[src/hw/rtl/length_crc_datagram_framer_top_macros.svh]
// ----------------------------------------------------------------------------
// Assertion macros for the length/CRC datagram framer
// Concurrent checks that drop out entirely when ASSERT_OFF is defined.
// ----------------------------------------------------------------------------
`ifndef LENGTH_CRC_DATAGRAM_FRAMER_TOP_MACROS_SVH
`define LENGTH_CRC_DATAGRAM_FRAMER_TOP_MACROS_SVH

`ifndef ASSERT_OFF
// property must hold at every edge outside reset
`define ASSERT_PROP(lbl, clk, rst_n, prop) \
  lbl: assert property (@(posedge clk) disable iff (!rst_n) prop) \
    else $error("framer assertion failed");
// condition must never be seen outside reset
`define ASSERT_NEVER(lbl, clk, rst_n, cond) \
  `ASSERT_PROP(lbl, clk, rst_n, !(cond))
`else
`define ASSERT_PROP(lbl, clk, rst_n, prop)
`define ASSERT_NEVER(lbl, clk, rst_n, cond)
`endif

`endif

[src/hw/rtl/ldf_pkg.sv]
// ----------------------------------------------------------------------------
// ldf_pkg
// Types, constants and the CRC16 byte update shared by the framer modules.
// ----------------------------------------------------------------------------
`timescale 1ns / 1ps
`default_nettype none

package ldf_pkg;

  localparam int unsigned QUEUE_DEPTH = 4;
  localparam int unsigned QUEUE_PTR_W = $clog2(QUEUE_DEPTH);
  localparam int unsigned QUEUE_CNT_W = $clog2(QUEUE_DEPTH + 1);

  localparam logic [15:0] CRC_POLY       = 16'h1021;
  localparam logic [15:0] FRAME_OVERHEAD = 16'd4;

  typedef struct packed {
    logic [7:0]  payload_byte;
    logic [11:0] payload_length;
  } in_item_t;

  typedef struct packed {
    logic [7:0] out_byte;
    logic       frame_end;
    logic       rejected;
  } out_item_t;

  typedef enum logic [1:0] {
    CMD_REJECT,
    CMD_START,
    CMD_DATA
  } cmd_kind_e;

  // one classified input word, as queued between front and back
  typedef struct packed {
    cmd_kind_e   kind;
    logic        last;
    logic [7:0]  data;
    logic [15:0] count;
  } cmd_t;

  typedef enum logic [2:0] {
    ST_HEAD,
    ST_HDR_LO,
    ST_DATA,
    ST_CRC_HI,
    ST_CRC_LO
  } step_e;

  // CRC16-XMODEM, one byte, MSB first
  function automatic logic [15:0] crc16_byte(input logic [15:0] crc, input logic [7:0] b);
    logic [15:0] c;
    c = crc ^ {b, 8'h00};
    for (int i = 0; i < 8; i++) begin
      c = c[15] ? ((c << 1) ^ CRC_POLY) : (c << 1);
    end
    return c;
  endfunction

endpackage

`default_nettype wire

[src/hw/rtl/ldf_front.sv]
// ----------------------------------------------------------------------------
// ldf_front
// Accepts input words, tracks frame position and queues classified commands.
// ----------------------------------------------------------------------------
`timescale 1ns / 1ps
`default_nettype none

module ldf_front import ldf_pkg::*; #(
  parameter int unsigned MAX_PAYLOAD = 4092
) (
  input  wire logic     clk_i,
  input  wire logic     rst_ni,
  input  wire logic     in_valid_i,
  output logic          in_stall_o,
  input  wire in_item_t in_data_i,
  input  wire logic     q_full_i,
  output logic          push_o,
  output cmd_t          cmd_o
);

  logic        inside_q, inside_d;
  logic [11:0] remaining_q, remaining_d;
  logic        accept;
  logic        len_bad;

  assign in_stall_o = q_full_i;
  assign accept     = in_valid_i && !q_full_i;
  assign push_o     = accept;

  assign len_bad = (in_data_i.payload_length == 12'd0) ||
                   (17'(in_data_i.payload_length) > 17'(MAX_PAYLOAD));

  always_comb begin
    inside_d    = inside_q;
    remaining_d = remaining_q;
    cmd_o.data  = in_data_i.payload_byte;
    cmd_o.count = 16'(in_data_i.payload_length) + FRAME_OVERHEAD;
    if (!inside_q) begin
      if (len_bad) begin
        cmd_o.kind = CMD_REJECT;
        cmd_o.last = 1'b0;
      end else begin
        cmd_o.kind = CMD_START;
        cmd_o.last = (in_data_i.payload_length == 12'd1);
        if (accept) begin
          inside_d    = (in_data_i.payload_length != 12'd1);
          remaining_d = in_data_i.payload_length - 12'd1;
        end
      end
    end else begin
      cmd_o.kind = CMD_DATA;
      cmd_o.last = (remaining_q == 12'd1);
      if (accept) begin
        remaining_d = remaining_q - 12'd1;
        inside_d    = (remaining_q != 12'd1);
      end
    end
  end

  always_ff @(posedge clk_i or negedge rst_ni) begin
    if (!rst_ni) begin
      inside_q    <= 1'b0;
      remaining_q <= 12'd0;
    end else begin
      inside_q    <= inside_d;
      remaining_q <= remaining_d;
    end
  end

endmodule

`default_nettype wire

[src/hw/rtl/ldf_queue.sv]
// ----------------------------------------------------------------------------
// ldf_queue
// Small command FIFO between the front and back halves of the framer.
// ----------------------------------------------------------------------------
`timescale 1ns / 1ps
`default_nettype none

module ldf_queue import ldf_pkg::*; (
  input  wire logic clk_i,
  input  wire logic rst_ni,
  input  wire logic push_i,
  input  wire cmd_t cmd_i,
  output logic      full_o,
  input  wire logic pop_i,
  output logic      head_valid_o,
  output cmd_t      head_o
);

  cmd_t                   mem_q [QUEUE_DEPTH];
  logic [QUEUE_PTR_W-1:0] wr_ptr_q, wr_ptr_d;
  logic [QUEUE_PTR_W-1:0] rd_ptr_q, rd_ptr_d;
  logic [QUEUE_CNT_W-1:0] count_q, count_d;

  assign full_o       = (count_q == QUEUE_CNT_W'(QUEUE_DEPTH));
  assign head_valid_o = (count_q != '0);
  assign head_o       = mem_q[rd_ptr_q];

  always_comb begin
    wr_ptr_d = wr_ptr_q;
    rd_ptr_d = rd_ptr_q;
    count_d  = count_q;
    if (push_i) begin
      wr_ptr_d = (wr_ptr_q == QUEUE_PTR_W'(QUEUE_DEPTH - 1)) ? '0 : wr_ptr_q + 1'b1;
    end
    if (pop_i) begin
      rd_ptr_d = (rd_ptr_q == QUEUE_PTR_W'(QUEUE_DEPTH - 1)) ? '0 : rd_ptr_q + 1'b1;
    end
    if (push_i && !pop_i) begin
      count_d = count_q + 1'b1;
    end else if (pop_i && !push_i) begin
      count_d = count_q - 1'b1;
    end
  end

  always_ff @(posedge clk_i or negedge rst_ni) begin
    if (!rst_ni) begin
      wr_ptr_q <= '0;
      rd_ptr_q <= '0;
      count_q  <= '0;
    end else begin
      wr_ptr_q <= wr_ptr_d;
      rd_ptr_q <= rd_ptr_d;
      count_q  <= count_d;
    end
  end

  always_ff @(posedge clk_i) begin
    if (push_i) begin
      mem_q[wr_ptr_q] <= cmd_i;
    end
  end

endmodule

`default_nettype wire

[src/hw/rtl/ldf_back.sv]
// ----------------------------------------------------------------------------
// ldf_back
// Expands queued commands into header, payload and CRC bytes on the output.
// ----------------------------------------------------------------------------
`timescale 1ns / 1ps
`default_nettype none

module ldf_back import ldf_pkg::*; (
  input  wire logic clk_i,
  input  wire logic rst_ni,
  input  wire logic head_valid_i,
  input  wire cmd_t head_i,
  output logic      pop_o,
  output logic      out_valid_o,
  input  wire logic out_stall_i,
  output out_item_t out_data_o
);

  step_e       step_q, step_d;
  logic [15:0] crc_q, crc_d;
  logic        out_valid_q;
  out_item_t   out_data_q;

  logic        load;
  logic        fire;
  out_item_t   emit;
  logic        crc_upd;
  logic        crc_clr;
  logic        pop_sel;

  // output register frees up when empty or being taken this cycle
  assign load = !out_valid_q || !out_stall_i;
  assign fire = head_valid_i && load;

  // next step
  always_comb begin
    step_d = step_q;
    if (fire) begin
      case (step_q)
        ST_HEAD: begin
          case (head_i.kind)
            CMD_START: step_d = ST_HDR_LO;
            CMD_DATA:  step_d = head_i.last ? ST_CRC_HI : ST_HEAD;
            default:   step_d = ST_HEAD;
          endcase
        end
        ST_HDR_LO: step_d = ST_DATA;
        ST_DATA:   step_d = head_i.last ? ST_CRC_HI : ST_HEAD;
        ST_CRC_HI: step_d = ST_CRC_LO;
        ST_CRC_LO: step_d = ST_HEAD;
        default:   step_d = ST_HEAD;
      endcase
    end
  end

  // outputs of each step
  always_comb begin
    emit    = '0;
    crc_upd = 1'b0;
    crc_clr = 1'b0;
    pop_sel = 1'b0;
    case (step_q)
      ST_HEAD: begin
        case (head_i.kind)
          CMD_START: begin
            emit.out_byte = head_i.count[15:8];
            crc_upd       = 1'b1;
          end
          CMD_DATA: begin
            emit.out_byte = head_i.data;
            crc_upd       = 1'b1;
            pop_sel       = !head_i.last;
          end
          default: begin
            emit.rejected = 1'b1;
            pop_sel       = 1'b1;
          end
        endcase
      end
      ST_HDR_LO: begin
        emit.out_byte = head_i.count[7:0];
        crc_upd       = 1'b1;
      end
      ST_DATA: begin
        emit.out_byte = head_i.data;
        crc_upd       = 1'b1;
        pop_sel       = !head_i.last;
      end
      ST_CRC_HI: begin
        emit.out_byte = crc_q[15:8];
      end
      ST_CRC_LO: begin
        emit.out_byte  = crc_q[7:0];
        emit.frame_end = 1'b1;
        crc_clr        = 1'b1;
        pop_sel        = 1'b1;
      end
      default: begin
        pop_sel = 1'b1;
      end
    endcase
  end

  assign pop_o = fire && pop_sel;

  always_comb begin
    crc_d = crc_q;
    if (fire && crc_clr) begin
      crc_d = 16'd0;
    end else if (fire && crc_upd) begin
      crc_d = crc16_byte(crc_q, emit.out_byte);
    end
  end

  always_ff @(posedge clk_i or negedge rst_ni) begin
    if (!rst_ni) begin
      step_q      <= ST_HEAD;
      crc_q       <= 16'd0;
      out_valid_q <= 1'b0;
    end else begin
      step_q <= step_d;
      crc_q  <= crc_d;
      if (load) begin
        out_valid_q <= fire;
      end
    end
  end

  always_ff @(posedge clk_i) begin
    if (fire) begin
      out_data_q <= emit;
    end
  end

  assign out_valid_o = out_valid_q;
  assign out_data_o  = out_data_q;

endmodule

`default_nettype wire

[src/hw/rtl/length_crc_datagram_framer_top.sv]
// ----------------------------------------------------------------------------
// length_crc_datagram_framer_top
// Length-prefixed datagram framer with big-endian CRC16-XMODEM trailer.
//
//   channel | dir | handshake             | word
//   in      | in  | in_valid_i/in_stall_o | in_item_t  (payload byte, length)
//   out     | out | out_valid_o/out_stall_i | out_item_t (byte, end, reject)
//
// Payload bytes pass at one word per cycle unless out_stall_i holds them;
// each frame adds four output words (two count, two CRC bytes) from the
// single output byte register of the back end. The 4-entry command queue
// absorbs input meanwhile, then stalls it. Input passes a queue entry and
// the output register. Reset is immediate, no clearing pass; out_stall_i
// only holds the output register and drains the queue at the output's pace.
// ----------------------------------------------------------------------------
`timescale 1ns / 1ps
`default_nettype none

`include "length_crc_datagram_framer_top_macros.svh"

module length_crc_datagram_framer_top import ldf_pkg::*; #(
  parameter int unsigned MAX_PAYLOAD = 4092
) (
  input  wire logic      clk_i,
  input  wire logic      rst_ni,
  input  wire logic      in_valid_i,
  output logic           in_stall_o,
  input  wire in_item_t  in_data_i,
  output logic           out_valid_o,
  input  wire logic      out_stall_i,
  output out_item_t      out_data_o
);

  logic q_push;
  logic q_full;
  logic q_pop;
  logic q_head_valid;
  cmd_t q_cmd;
  cmd_t q_head;
  logic rej_dirty;

  ldf_front #(
    .MAX_PAYLOAD(MAX_PAYLOAD)
  ) u_front (
    .clk_i      (clk_i),
    .rst_ni     (rst_ni),
    .in_valid_i (in_valid_i),
    .in_stall_o (in_stall_o),
    .in_data_i  (in_data_i),
    .q_full_i   (q_full),
    .push_o     (q_push),
    .cmd_o      (q_cmd)
  );

  ldf_queue u_queue (
    .clk_i        (clk_i),
    .rst_ni       (rst_ni),
    .push_i       (q_push),
    .cmd_i        (q_cmd),
    .full_o       (q_full),
    .pop_i        (q_pop),
    .head_valid_o (q_head_valid),
    .head_o       (q_head)
  );

  ldf_back u_back (
    .clk_i        (clk_i),
    .rst_ni       (rst_ni),
    .head_valid_i (q_head_valid),
    .head_i       (q_head),
    .pop_o        (q_pop),
    .out_valid_o  (out_valid_o),
    .out_stall_i  (out_stall_i),
    .out_data_o   (out_data_o)
  );

  // a reject word carries no byte and never ends a frame
  assign rej_dirty = out_data_o.rejected &&
                     (out_data_o.out_byte != 8'd0 || out_data_o.frame_end);

  `ASSERT_NEVER(a_no_push_when_full, clk_i, rst_ni, q_push && q_full)
  `ASSERT_NEVER(a_no_pop_when_empty, clk_i, rst_ni, q_pop && !q_head_valid)
  `ASSERT_NEVER(a_reject_word_clean, clk_i, rst_ni, out_valid_o && rej_dirty)

endmodule

`default_nettype wire

[config.mk]
export PLATFORM = sky130hd
export DESIGN_NAME = length_crc_datagram_framer_top
export DESIGN_NICKNAME = d
export VERILOG_FILES = /design/src/hw/rtl/ldf_pkg.sv /design/src/hw/rtl/ldf_front.sv /design/src/hw/rtl/ldf_queue.sv /design/src/hw/rtl/ldf_back.sv /design/src/hw/rtl/length_crc_datagram_framer_top.sv
export VERILOG_INCLUDE_DIRS = /design/src /design/src/hw/rtl
export SDC_FILE = /design/constraint.sdc
export NUM_CORES = 1
export LEC_CHECK = 0
export BUFFER_PORTS_ARGS = -buffer_cell sky130_fd_sc_hd__buf_2
export CAP_MARGIN = 20
export CELL_PAD_IN_SITES_DETAIL_PLACEMENT = 0
export CELL_PAD_IN_SITES_GLOBAL_PLACEMENT = 1
export CORE_MARGIN = 1.5
export CORE_UTILIZATION = 25
export CTS_CLUSTER_DIAMETER = 100
export DETAILED_ROUTE_END_ITERATION = 7
export PLACE_DENSITY_LB_ADDON = 0.1
export SETUP_SLACK_MARGIN = 0.02
export SLEW_MARGIN = 30
export SYNTH_ARGS = -nofsm -noshare
export SYNTH_HDL_FRONTEND = slang
export SYNTH_HIERARCHICAL = 1
export SYNTH_SLANG_ARGS = --single-unit
[constraint.sdc]
create_clock -name clk_i -period 3.7 [get_ports clk_i]
set_input_delay 0.185 -clock clk_i [delete_from_list [all_inputs] [get_ports clk_i]]
set_output_delay 0.185 -clock clk_i [all_outputs]
set_load 0.01 [all_outputs]
# --- After elaboration in Yosys (flattened, before gate mapping) ---
# Memories as Yosys holds them, arrays and structs flattened.
# Cells that the tools add are included.
totals:
  memories: 1
  out_inout_bits: 12
  wordCells: 104
  reg_bits: 50
  mem_bits_rw: 96
  in_bits: 24
classes:
  n_bitwise: 9
  n_mux: 37
  n_addsub: 7
  eq_ne: 14
  n_reduce_logical: 24
  order_cmp: 1
mem_list:
  columns: ["memory", "depth", "width", "read_ports", "rd_clocked_by_memory_dff", "wr", "line_no", "text"]
  rows:
  - ["u_queue.mem_q", 4, 24, 1, 0, 1, "ldf_queue.sv:19", "cmd_t mem_q [QUEUE_DEPTH];"]
op_table:
  columns: ["op", "count"]
  rows:
  - ["13-bit two-way mux", 8]
  - ["12-bit two-way mux", 4]
  - ["8-bit one-hot mux with 5 select lines", 1]
  - ["16-bit two-way mux", 2]
  - ["12-bit by 1-bit equality test with 1-bit output, second input constant", 2]
  - ["12-bit by 1-bit != test with 1-bit output, second input constant", 2]
  - ["3-bit NOT", 8]
  - ["12-bit by 1-bit subtractor with 12-bit output, second input constant", 2]
  - ["8-bit one-hot mux with 2 select lines", 1]
  - ["16-bit XOR", 1]
  - ["12-bit by 3-bit adder with 13-bit output, second input constant", 1]
  - ["12-bit > comparator, second input constant", 1]
  - ["12-bit logical NOT", 1]
  - ["3-bit one-hot mux with 4 select lines", 1]
  - ["1-bit two-way mux", 9]
  - ["3-bit two-way mux", 3]
  - ["2-bit two-way mux", 4]
  - ["1-bit logical AND", 7]
  - ["2-bit equality test, second input constant", 3]
  - ["3-bit by 2-bit equality test with 1-bit output, second input constant", 2]
  - ["3-bit equality test, second input constant", 2]
  - ["1-bit logical NOT", 6]
  - ["3-bit one-hot mux with 2 select lines", 1]
  - ["2-bit OR reduction", 3]
  - ["13 further kinds", 17]

# --- Longest topological paths before layout ---
# Gate-level depths: netlist of run 1.
# An unclocked memory read counts as a cell.
logic_depth:
  depth_word: 23
  ltp_mapped: 17
  mapped_depth_nobuf: 14

# --- Hierarchy ---
# The synthesis of run 1 kept the hierarchy.
modules_own_cells:
  columns: ["mod", "area_per_inst_um2", "seq_area_each_um2", "n_inst", "cells_each"]
  rows:
  - ["ldf_queue", 4322.9, 3418.3, 1, 178]
  - ["ldf_back", 2183.3, 800.8, 1, 219]
  - ["ldf_front", 1534.0, 325.3, 1, 197]

# --- Worst setup path before layout of run 1 ---
# No wires, ideal clock.
synth_path:
  path_kind: "reg-to-reg"
  from: "reg u_queue.rd_ptr_q[0]"
  to: "reg u_queue.count_q[1]"
  path_slack_ns: 0.574
  period_less_slack_ns: 3.126
  arrival_time_ns: 3.001
  path_stages_with_launch: 15
  required_time_ns: 3.575
  setup_time_ns: 0.125
  n_path_buf: 2
  path_cell_list: "dfrtp_1 -> buf_4 -> mux4_2 -> inv_1 -> ha_1 -> clkbuf_1 -> nor2_1 -> mux2i_1 -> a21oi_1 -> nor2_1 -> inv_1 -> ha_1 -> inv_1 -> fa_1 -> mux2_2"
synth_rtl:
  columns: ["item", "line_no", "text"]
  rows:
  - ["from (decl)", "ldf_queue.sv:21", "logic [QUEUE_PTR_W-1:0] rd_ptr_q, rd_ptr_d;"]
  - ["from (signal assigned)", "ldf_queue.sv:52", "rd_ptr_q <= rd_ptr_d;"]
  - ["to (signal assigned)", "ldf_queue.sv:53", "count_q <= count_d;"]
  - ["to (decl)", "ldf_queue.sv:22", "logic [QUEUE_CNT_W-1:0] count_q, count_d;"]

==> flow_summary_export.csv, run 1 <==
group,metric,value,unit
drt,vias_per_cell,4.706,
pwr,powerDensity,849.4,nW/um^2
critical_path,crit_fanout,25,
sta,rsz0062_at_grt,"no",
synth,synth_fa_ha_area_share,2.708,%
critical_path,cp-end-kind,"flip-flop",
critical_path,startpoint_type,"flip-flop",
cts,cts_sinks,158,
floorplan,start_util,25.41,%
drt,wirelength,20100,um
synth,synthTopCellsByArea,"edfxtp_1 44%, dfrtp_1 12%, mux4_2 7.3%",
pwr,clock_power_share,22.2,%
synth,yosys_warnings,6,
layout,multi_input_area,3136,um^2
synth,synthCells,594,
cts,cts_buffer_depth,2,
floorplan,die_width,182.3,um
grt,grt.overflow.total,0,
cts,cts.clk_slew.worst_paths,0.08,ns
sta,fmax,0.3252,GHz
layout,register_area,4547,um^2
drt,wl_per_cell,19.35,um
synth,synthXorXnorAreaFrac,3.626,%
sta,max_slew_margin,37.91,%
synth,synth_top_family_by_area,"simple AND/OR/NAND/NOR gates",
sta,hold_violations,0,
drt,ant_nets,0,
drt,vias,4890,
layout,nets,664,
placed_design,hpwl,13700,um
synth,synth-main-ff-cell,"edfxtp_1",
outcome,outcome,"finished, final reports clean",
cts,ctsResizeCount,0,
floorplan,coreArea,31640,um^2
sta,maxSlewViolCount,0,
cts,cts_tree,"done",
cts,htreeDepth,4,
synth,synth_compound_area_share,10.32,%
floorplan,die-area,33250,um^2
floorplan,die_h,182.3,um
synth,ys_async_sr_fraction,25.32,%
sta,setup_tns,0,ns
synth,syn_area,8040,um^2
placed_design,port_buffers,35,
synth,ys_seq_area_share,56.52,%
critical_path,crit_required,4.02,ns
critical_path,crit_arrival,3.39,ns
synth,ys_seq_elements,158,
hold_path,hold_class,"in -> reg",
sta,skew,0.01674,ns
layout,diodes,0,
sta,setup_viol,0,
synth,synth.mux.area_fraction,9.539,%
cts,cts_hold_buf,10,
cts,numCtsBuffers,17,
pwr,ir_worst_vdd,0.3301,mV
grt,grt_pass1_wl,31280,um
synth,synth_enable_flop_cells,118,
pwr,p_leak,3.320,nW
layout,final_area,9214,um^2
sta,finalCritPeriodShare,83.11,%
floorplan,ios,36,
pwr,combinationalPowerShare,41.8,%
grt,track_usage,12.63,%
grt,antenna_found_initial,0,
synth,synth.top_cell.area_share,44.07,%
layout,drive_above_1_share,21.82,%
drt,drt_first_pass_iters,5,
cts,clkLatencyLatePin,0.43,ns
critical_path,critical_path_class,"reg -> reg",
synth,yosysUniqueCellTypes,77,
drt,dr.first_iter.drc_count,300,
cts,cts_setup_buffers,0,
placed_design,placed_area,8522,um^2
cts,clockRootBuffer,"clkbuf_16",
pwr,internal_power,0.004821,W
pwr,p_switching,0.003006,W
synth,synthSimpleGateAreaFrac,12.61,%
layout,n_fill_cell,3142,
job,cap_violations,0,
sta,period_needed,3.075,ns
pwr,seqPwrFrac,36.0,%
sta,tightestPinTransition,0.9313,ns
drt,drc,0,
grt,grt_max_degree,41,
placed_design,gp_congestion,0.7640,
layout,area_growth,14.60,%
synth,synth_area_per_cell,13.54,um^2
synth,yosys.area.top_type,"edfxtp_1",
pwr,swShare,38.40,%
grt,grt_pass1_vias,5081,
floorplan,rows,65,
cell families (layout without fill, tap and decap cells):
family                     Yosys count  count (layout)
DFF                                158             158
buffers and inverters               68             109
xor gates and xnor gates            27              27
muxes                               41              41
adders and majority gates           17              17
other                                1               3
and+or+nand+nor                    177             177
AOI/OAI and AO/OA                  105             105
flip-flops by register name (all words and copies together) (netlist names):
signal               count
u_queue/mem_q          108
u_back/crc_q            16
u_front/remaining_q     12
u_back/out_data_o       10
u_back/step_q            3
u_queue/count_q          3
u_queue/rd_ptr_q         2
u_queue/wr_ptr_q         2
u_back/out_valid_o       1
u_front/inside_q         1
critical path, stage by stage (launching register included):
cell and delay (ns):
dfrtp_1 0.47, buf_4 0.42, mux4_2 0.43, a22o_1 0.29
a22oi_2 0.27, a21oi_1 0.16, a41oi_4 0.33, xnor3_1 0.37
a22o_1 0.21
stage by stage:
stage	std cells	power, W	hold WS (ns)	utilization (%)	setup slack, ns
global placement	997	0.006161	0.3133	26.94	0.5992
global route	1039	0.008337	0.08189	29.12	0.4690
finish	1039	0.007826	0.08662	29.12	0.6251
CTS	1039	0.007955	0.07051	29.12	0.5866
detailed placement	997	0.006173	0.3226	26.94	0.5952
floorplan	596	0.005234	-0.1106	-	0.5739
power by group through the flow:
stage	Sequential, W	Combinational (W)	Clock (W)
3_3_place_gp	0.00284	0.00332	0
4_1_cts	0.00282	0.00334	0.00180
5_1_grt	0.00288	0.00359	0.00187
2_1_floorplan	0.00270	0.00253	0
3_5_place_dp	0.00285	0.00332	0
6_report	0.00281	0.00327	0.00174
layer usage:
metal | global-route usage [%] | vias to the layer above | share of wire (%)
li1 | - | 2321 | -
met1 | 16.97 | 2472 | 48
met2 | 20.78 | 86 | 48
met3 | 2.275 | 11 | 3.1
met4 | 3.769 | 0 | 1.1
met5 | 0 | - | 0
layout make-up:
class | instances | share of cell area [%]
multi-input cells | 370 | 34.03
inverters | 24 | 0.9777
well taps | 402 | 5.459
clock buffers | 18 | 4.658
flip-flops and latches | 158 | 49.35
repair buffers | 53 | 3.775
clock inverters | 14 | 1.752
layout by cell type, fill, tap and decap left out, types with 5 or more instances in the layout:
cell type and n:
a211o_1 6, dlygate4sd3_1 10, nor2_1 25, buf_2 35, nand3b_1 15, or3_1 6
inv_1 23, xor2_1 11, mux2i_1 5, o211ai_1 5, buf_4 7, nand3_1 16
clkbuf_16 17, or4_1 5, a22o_1 10, nand2b_1 6, edfxtp_1 118, nor3_1 8
mux4_2 26, o21bai_1 6, ha_1 15, nor4_2 6, nand2_1 52, mux2_2 6
a22oi_1 9, a21oi_1 20, o21ai_0 16, xnor2_1 12, dfrtp_1 38
cells in the mapped netlist, types with 5 or more instances:
cell,number
edfxtp_1,118
dfrtp_1,40
a21oi_1,20
xnor2_1,12
o211ai_1,5
a22o_1,10
mux2i_1,5
a211o_1,6
nor3_1,8
inv_1,23
nor4_2,6
a22oi_1,9
nand3_1,16
clkbuf_1,11
buf_2,12
nand3b_1,15
buf_4,17
xor2_1,11
o21bai_1,6
nand2_1,52
and2_1,6
ha_1,15
mux2_2,6
or4_1,5
or3_1,6
nor2_1,25
mux4_2,26
nand2b_1,6
o21ai_0,16
path summary, 6_finish.rpt:
| kind | start | end | slack, ns | cells after the start |
|---|---|---|---|---|
| worst max-delay path | u_queue/rd_ptr_q[1]$_DFFE_PN0P_ | u_back/crc_q[15]$_DFFE_PN0P_ | 0.63 | 8 |
| worst min-delay path | in_data_i[1] | u_queue/mem_q[3][1]$_DFFE_PP_ | 0.09 | 1 |
| worst max register to register | u_queue/rd_ptr_q[1]$_DFFE_PN0P_ | u_back/crc_q[15]$_DFFE_PN0P_ | 0.63 | 8 |
| worst min register to register | u_queue/count_q[2]$_DFFE_PN0P_ | u_queue/count_q[2]$_DFFE_PN0P_ | 0.50 | 1 |
| max in group asynchronous | rst_ni | u_queue/rd_ptr_q[0]$_DFFE_PN0P_ | 2.85 | 3 |
| min in group asynchronous | rst_ni | u_back/crc_q[1]$_DFFE_PN0P_ | 0.37 | 3 |
(Power assumes the default switching activity.)
==> run 2: changes to the inputs <==
ABC_AREA = 1   (was unset)
clock period = 2.8 ns   (was 3.7 ns; I/O delays follow)
==> flow_summary_export.csv, run 2 <==
group,metric,value,unit
outcome,outcome,"finished, final reports clean",
floorplan,start_util,25.25,%
floorplan,coreArea,33360,um^2
sta,finalCritPeriodShare,89.96,%
grt,track_usage,13.84,%
synth,yosys_warnings,6,
synth,synth.top_cell.area_share,42.07,%
synth,synth_enable_flop_cells,118,
cts,cts.clk_slew.worst_paths,0.07,ns
synth,synth.most_common_cell,"nand2_1",
layout,final_common_cell,"nand2_1",
critical_path,startpoint_type,"flip-flop",
synth,ys_seq_elements,158,
sta,rsz0062_at_grt,"no",
cts,cts_sinks,158,
pwr,p_leak,4.393,nW
drt,dr.first_iter.drc_count,296,
cts,clockRootBuffer,"clkbuf_16",
layout,n_fill_cell,3630,
critical_path,crit_arrival,2.85,ns
layout,drive_above_1_share,12.88,%
synth,ys_seq_area_share,53.95,%
pwr,power,0.01150,W
floorplan,die_width,186.6,um
drt,ant_nets,0,
sta,setup_viol,0,
grt,busiest_layer,"met2",
layout,layout_common_cells,"335 x nand2_1, 118 x edfxtp_1, 114 x inv_1",
floorplan,die_h,186.6,um
synth,synthTopCellsByArea,"edfxtp_1 42%, nand2_1 15%, dfrtp_1 12%",
grt,antenna_found_initial,0,
critical_path,critical_path_class,"reg -> reg",
critical_path,cp-end-kind,"flip-flop",
sta,hold_violations,0,
layout,register_area,4546,um^2
pwr,ir_worst_vdd,0.6322,mV
layout,largest_reg_flops,108,
drt,vias_per_cell,4.253,
drt,vias,6196,
grt,gr-usage-met2,24.05,%
sta,skew,0.009192,ns
floorplan,die-area,34800,um^2
drt,drc,0,
critical_path,crit_fanout,6,
sta,period_needed,2.519,ns
grt,met3_usage,2.878,%
cts,clkLatencyLatePin,0.44,ns
layout,nets,1036,
pwr,powerDensity,1172,nW/um^2
placed_design,hpwl,16070,um
drt,drt_first_pass_iters,6,
hold_path,hold_class,"in -> reg",
sta,maxSlewViolCount,0,
synth,syn_area,8423,um^2
placed_design,gp_congestion,0.7571,
synth,synth-main-ff-cell,"edfxtp_1",
layout,stdcell_count,1457,
drt,wirelength,23110,um
grt,grt_pass1_vias,6326,
floorplan,ios,36,
job,cap_violations,0,
synth,ys_async_sr_fraction,25.32,%
cts,numCtsBuffers,17,
grt,grt_pass1_wl,36680,um
placed_design,place_inst,1410,
synth,synth_area_per_cell,8.932,um^2
sta,max_slew_margin,55.24,%
placed_design,port_buffers,35,
critical_path,crit_required,3.13,ns
sta,setup_tns,0,ns
grt,use_met1,17.47,%
layout,largest_registers,"u_queue/mem_q: 108 flops, u_back/crc_q: 16 flops, u_front/remaining_q: 12 flops",
cts,cts_tree,"done",
sta,fmax,0.3970,GHz
synth,synthCells,943,
drt,wl_per_cell,15.86,um
floorplan,rows,67,
synth,synth_common_cells,"335 x nand2_1, 118 x edfxtp_1, 114 x inv_1, 72 x nand3_1, 45 x nor2_1",
layout,utilization,29.42,%
grt,grt_max_degree,49,
sta,hold_slack,0.009657,ns
cts,cts_buffer_depth,2,
synth,yosysUniqueCellTypes,40,
grt,grt.overflow.total,0,
sta,tightestPinTransition,0.6652,ns
layout,diodes,0,
layout,area_growth,16.53,%
layout,multi_input_area,3133,um^2
layout,max_flop_register,"u_queue/mem_q",
cts,htreeDepth,4,
synth,yosys.area.top_type,"edfxtp_1",
-- run 2: cell count changes after synthesis, moves of 10 or more --
cell / previous run / this run
nand2_1: 52 / 335
inv_1: 23 / 114
nand3_1: 16 / 72
o211ai_1: 5 / 44
mux4_2: 26 / 0
nor2_1: 25 / 45
nand4_1: 3 / 22
a21oi_1: 20 / 6
nand3b_1: 15 / 3
a22o_1: 10 / 0
-- run 2: critical path, cell delays in order, from the launching register on --
cell and delay (ns):
dfrtp_1 0.48, inv_4 0.12, o211ai_1 0.09, nand2_1 0.09, inv_1 0.05, ha_1 0.21, nand2_1 0.09, o21ai_0 0.09
o22a_1 0.18, a21oi_2 0.15, inv_1 0.07, ha_1 0.19, inv_1 0.08, fa_1 0.41, nand2_1 0.07, nand2_1 0.05
-- run 2: layout make-up --
cell class	instances	share of cell area (%)
multi-input combinational	624	31.92
tap	448	5.711
clock inverter	15	1.593
sequential	158	46.31
timing repair inverter	1	0.05099
timing repair buffer	77	5.532
clock buffer	17	4.334
inverter	117	4.551
-- run 2: what timing repair did --
item / 4_1_cts / 5_1_grt
setup endpoints to repair: 0 / 8
buffers inserted: 0 / 3
resized for setup: 0 / 3
hold buffers: 11 / 0
hold endpoints to repair: 55 / 0
-- run 2: layer usage --
layer	up-vias	routed length [um]
met5	-	0
met1	2915	10870
met2	65	11440
met4	0	246
li1	3205	-
met3	11	549
-- run 2: stage by stage --
step | setup slack [ns] | cell area, um^2
after floorplan | 0.05242 | 8438
after global placement | 0.1633 | 9091
after detailed placement | 0.1267 | 9091
after CTS | 0.1119 | 9783
after global routing | 0.02345 | 9816
final | 0.2811 | 9816
-- run 2: power breakdown --
part | internal (W) | switching, W
Combinational | 0.00178 | 0.00366
Sequential | 0.00330 | 0.000422
Clock | 0.00126 | 0.00108
Total | 0.00634 | 0.00516
-- run 2: logic make-up after synthesis --
kind of cell / count (synthesis) / synth area share (%)
flops: 158 / 53.95
other cells: 1 / 0.04452
xor+xnor: 13 / 1.352
fa+ha+maj: 16 / 2.466
compound gates: 93 / 7.962
simple gates: 498 / 25.12
buf+inv: 163 / 8.987
mux: 1 / 0.1188
-- run 2: path summary, 6_finish.rpt --
kind,start,to,slack (ns),cells after the start
worst max-delay path,u_queue/rd_ptr_q[1]$_DFFE_PN0P_,u_queue/count_q[1]$_DFFE_PN0P_,0.28,15
worst min-delay path,in_data_i[0],u_queue/mem_q[3][0]$_DFFE_PP_,0.01,1
worst max register to register,u_queue/rd_ptr_q[1]$_DFFE_PN0P_,u_queue/count_q[1]$_DFFE_PN0P_,0.28,15
worst min register to register,u_queue/count_q[2]$_DFFE_PN0P_,u_queue/count_q[2]$_DFFE_PN0P_,0.48,2
max in group asynchronous,rst_ni,u_queue/rd_ptr_q[0]$_DFFE_PN0P_,1.99,3
min in group asynchronous,rst_ni,u_back/crc_q[12]$_DFFE_PN0P_,0.22,2
==> run 3: changes to the inputs <==
CORE_UTILIZATION = 44   (was 25)
==> flow_summary_export.csv, run 3 (synthesized netlist as in run 2, its figures left out) <==
group,metric,value,unit
floorplan,die_h,141.4,um
critical_path,cp-end-kind,"flip-flop",
layout,largest_registers,"u_queue/mem_q: 108 flops, u_back/crc_q: 16 flops, u_front/remaining_q: 12 flops",
sta,setup_viol,0,
pwr,p_leak,4.356,nW
drt,drc,0,
cts,clockRootBuffer,"clkbuf_16",
drt,wirelength,18860,um
pwr,powerDensity,1167,nW/um^2
sta,maxSlewViolCount,0,
layout,nets,1029,
sta,skew,0.009392,ns
sta,fin_ws,0.1739,ns
pwr,seqPwrFrac,33.5,%
sta,max_slew_margin,57.88,%
layout,max_flop_register,"u_queue/mem_q",
sta,finalCritPeriodShare,93.79,%
floorplan,die-area,19980,um^2
grt,grt_max_degree,65,
layout,utilization,50.60,%
critical_path,crit_arrival,2.95,ns
critical_path,critical_path_class,"reg -> reg",
critical_path,timing.rr.end,"u_queue/count_q[1]$_DFFE_PN0P_",
sta,fmax,0.3808,GHz
cts,cts_buffer_depth,2,
layout,largest_reg_flops,108,
pwr,ir_worst_vdd,0.6099,mV
cts,clkLatencyLatePin,0.43,ns
placed_design,preCtsSetupSlack,0.1430,ns
placed_design,hpwl,13010,um
hold_path,min_from,"in_data_i[0]",
floorplan,ios,36,
floorplan,coreArea,18770,um^2
drt,dr.first_iter.drc_count,377,
critical_path,startpoint_type,"flip-flop",
drt,wl_per_cell,15.26,um
hold_path,hold_class,"in -> reg",
outcome,outcome,"finished, final reports clean",
hold_path,holdPathStages,1,
layout,area_growth,12.75,%
drt,vias,6167,
sta,tightestPinTransition,0.6311,ns
critical_path,rr_startpoint,"u_queue/rd_ptr_q[0]$_DFFE_PN0P_",
layout,diodes,0,
cts,htreeDepth,4,
critical_path,r2r_cells,15,
sta,period_needed,2.626,ns
drt,drt_first_pass_iters,5,
critical_path,crit_required,3.12,ns
grt,grt_pass1_wl,29960,um
sta,hold_violations,0,
cts,cts.clk_slew.worst_paths,0.07,ns
floorplan,die_width,141.4,um
placed_design,gp_congestion,0.8451,
pwr,swShare,44.04,%
pwr,combinationalPowerShare,46.5,%
pwr,internal_power,0.006204,W
placed_design,port_buffers,35,
layout,layout_common_cells,"335 x nand2_1, 118 x edfxtp_1, 113 x inv_1",
pwr,p_switching,0.004882,W
layout,final_common_cell,"nand2_1",
floorplan,rows,50,
sta,setup_tns,0,ns
critical_path,crit_fanout,7,
cts,cts_tree,"done",
cts,cts_sinks,158,
pwr,clock_power_share,20.0,%
drt,ant_nets,0,
critical_path,regToRegSetupSlack,0.17,ns
placed_design,place_inst,1188,
grt,track_usage,19.80,%
drt,vias_per_cell,4.989,
grt,grt.overflow.total,0,
grt,grt_pass1_vias,5794,
cts,numCtsBuffers,17,
job,cap_violations,0,
floorplan,start_util,44.88,%
hold_path,hold_end,"u_queue/mem_q[1][0]$_DFFE_PP_",
grt,antenna_found_initial,0,
layout,stdcell_count,1236,
layout,drive_above_1_share,12.87,%
[run 3: changes by cell type in the layout (fill, tap and decap cells not counted), moves of 2 or more]
cell,before,now
buf_12,2,0
buf_4,29,24
clkinv_4,4,2
ha_1,15,13
ha_2,0,2
nor2_1,45,43
nor2_2,3,5
[run 3: power by group through the flow]
stage               clock network, W  registers, W  logic, W
floorplan                          0       0.00367   0.00377
global placement                   0       0.00376   0.00506
CTS                          0.00228       0.00371   0.00509
detailed placement                 0       0.00375   0.00507
finish                       0.00222       0.00371   0.00516
global route                 0.00236       0.00379   0.00586
[run 3: what timing repair did]
action / 4_1_cts / 5_1_grt
buffers inserted: 0 / 5
hold endpoints to repair: 77 / 0
endpoints found under the setup margin: 0 / 2
hold buffers: 11 / 0
gates resized for setup: 0 / 10
[run 3: layout make-up]
class / instances / area [um^2]
fill: 1801 / 9271
clock buffer: 17 / 425.4
multi-input combinational: 624 / 3146
inverter: 117 / 446.7
sequential: 158 / 4544
tap: 234 / 292.8
clock inverter: 15 / 146.4
timing repair buffer: 71 / 495.5
[run 3: critical path: stages (launching register included)]
cell and delay [ns]:
dfrtp_1 0.42, clkinv_4 0.09, clkbuf_4 0.18, o211ai_1 0.16, nand2_1 0.09, ha_1 0.22, inv_1 0.07, o21ai_0 0.08
o22a_1 0.20, a21oi_2 0.17, inv_1 0.08, ha_2 0.18, inv_2 0.06, fa_2 0.42, nand2_1 0.07, nand2_1 0.04
[run 3: worst max path at each step]
stage                               startpoint  slack, ns                              to
4_1_cts        u_queue/rd_ptr_q[0]$_DFFE_PN0P_       0.13  u_queue/count_q[1]$_DFFE_PN0P_
6_report       u_queue/rd_ptr_q[0]$_DFFE_PN0P_       0.17  u_queue/count_q[1]$_DFFE_PN0P_
3_3_place_gp   u_queue/rd_ptr_q[0]$_DFFE_PN0P_       0.20  u_queue/count_q[1]$_DFFE_PN0P_
3_5_place_dp   u_queue/rd_ptr_q[0]$_DFFE_PN0P_       0.14  u_queue/count_q[1]$_DFFE_PN0P_
2_1_floorplan  u_queue/rd_ptr_q[1]$_DFFE_PN0P_       0.05  u_queue/count_q[1]$_DFFE_PN0P_
5_1_grt        u_queue/rd_ptr_q[0]$_DFFE_PN0P_     -0.003  u_queue/count_q[1]$_DFFE_PN0P_
[run 3: stage by stage]
stage / hold WS [ns] / power (W) / instance area, um^2
2_1_floorplan: -0.1556 / 0.007438 / 8438
5_1_grt: 0.01226 / 0.01201 / 9497
6_report: 0.01929 / 0.01109 / 9497
4_1_cts: 0.006372 / 0.01107 / 9434
3_5_place_dp: 0.1736 / 0.008823 / 8752
3_3_place_gp: 0.3536 / 0.008820 / 8750
[run 3: layer usage]
metal	global-route usage, %	up-vias	part of all wire (%)
met4	5.592	0	1.2
met5	0	-	0
met1	25.76	2850	47
met2	33.85	105	49
met3	3.712	15	3.0
li1	-	3197	-
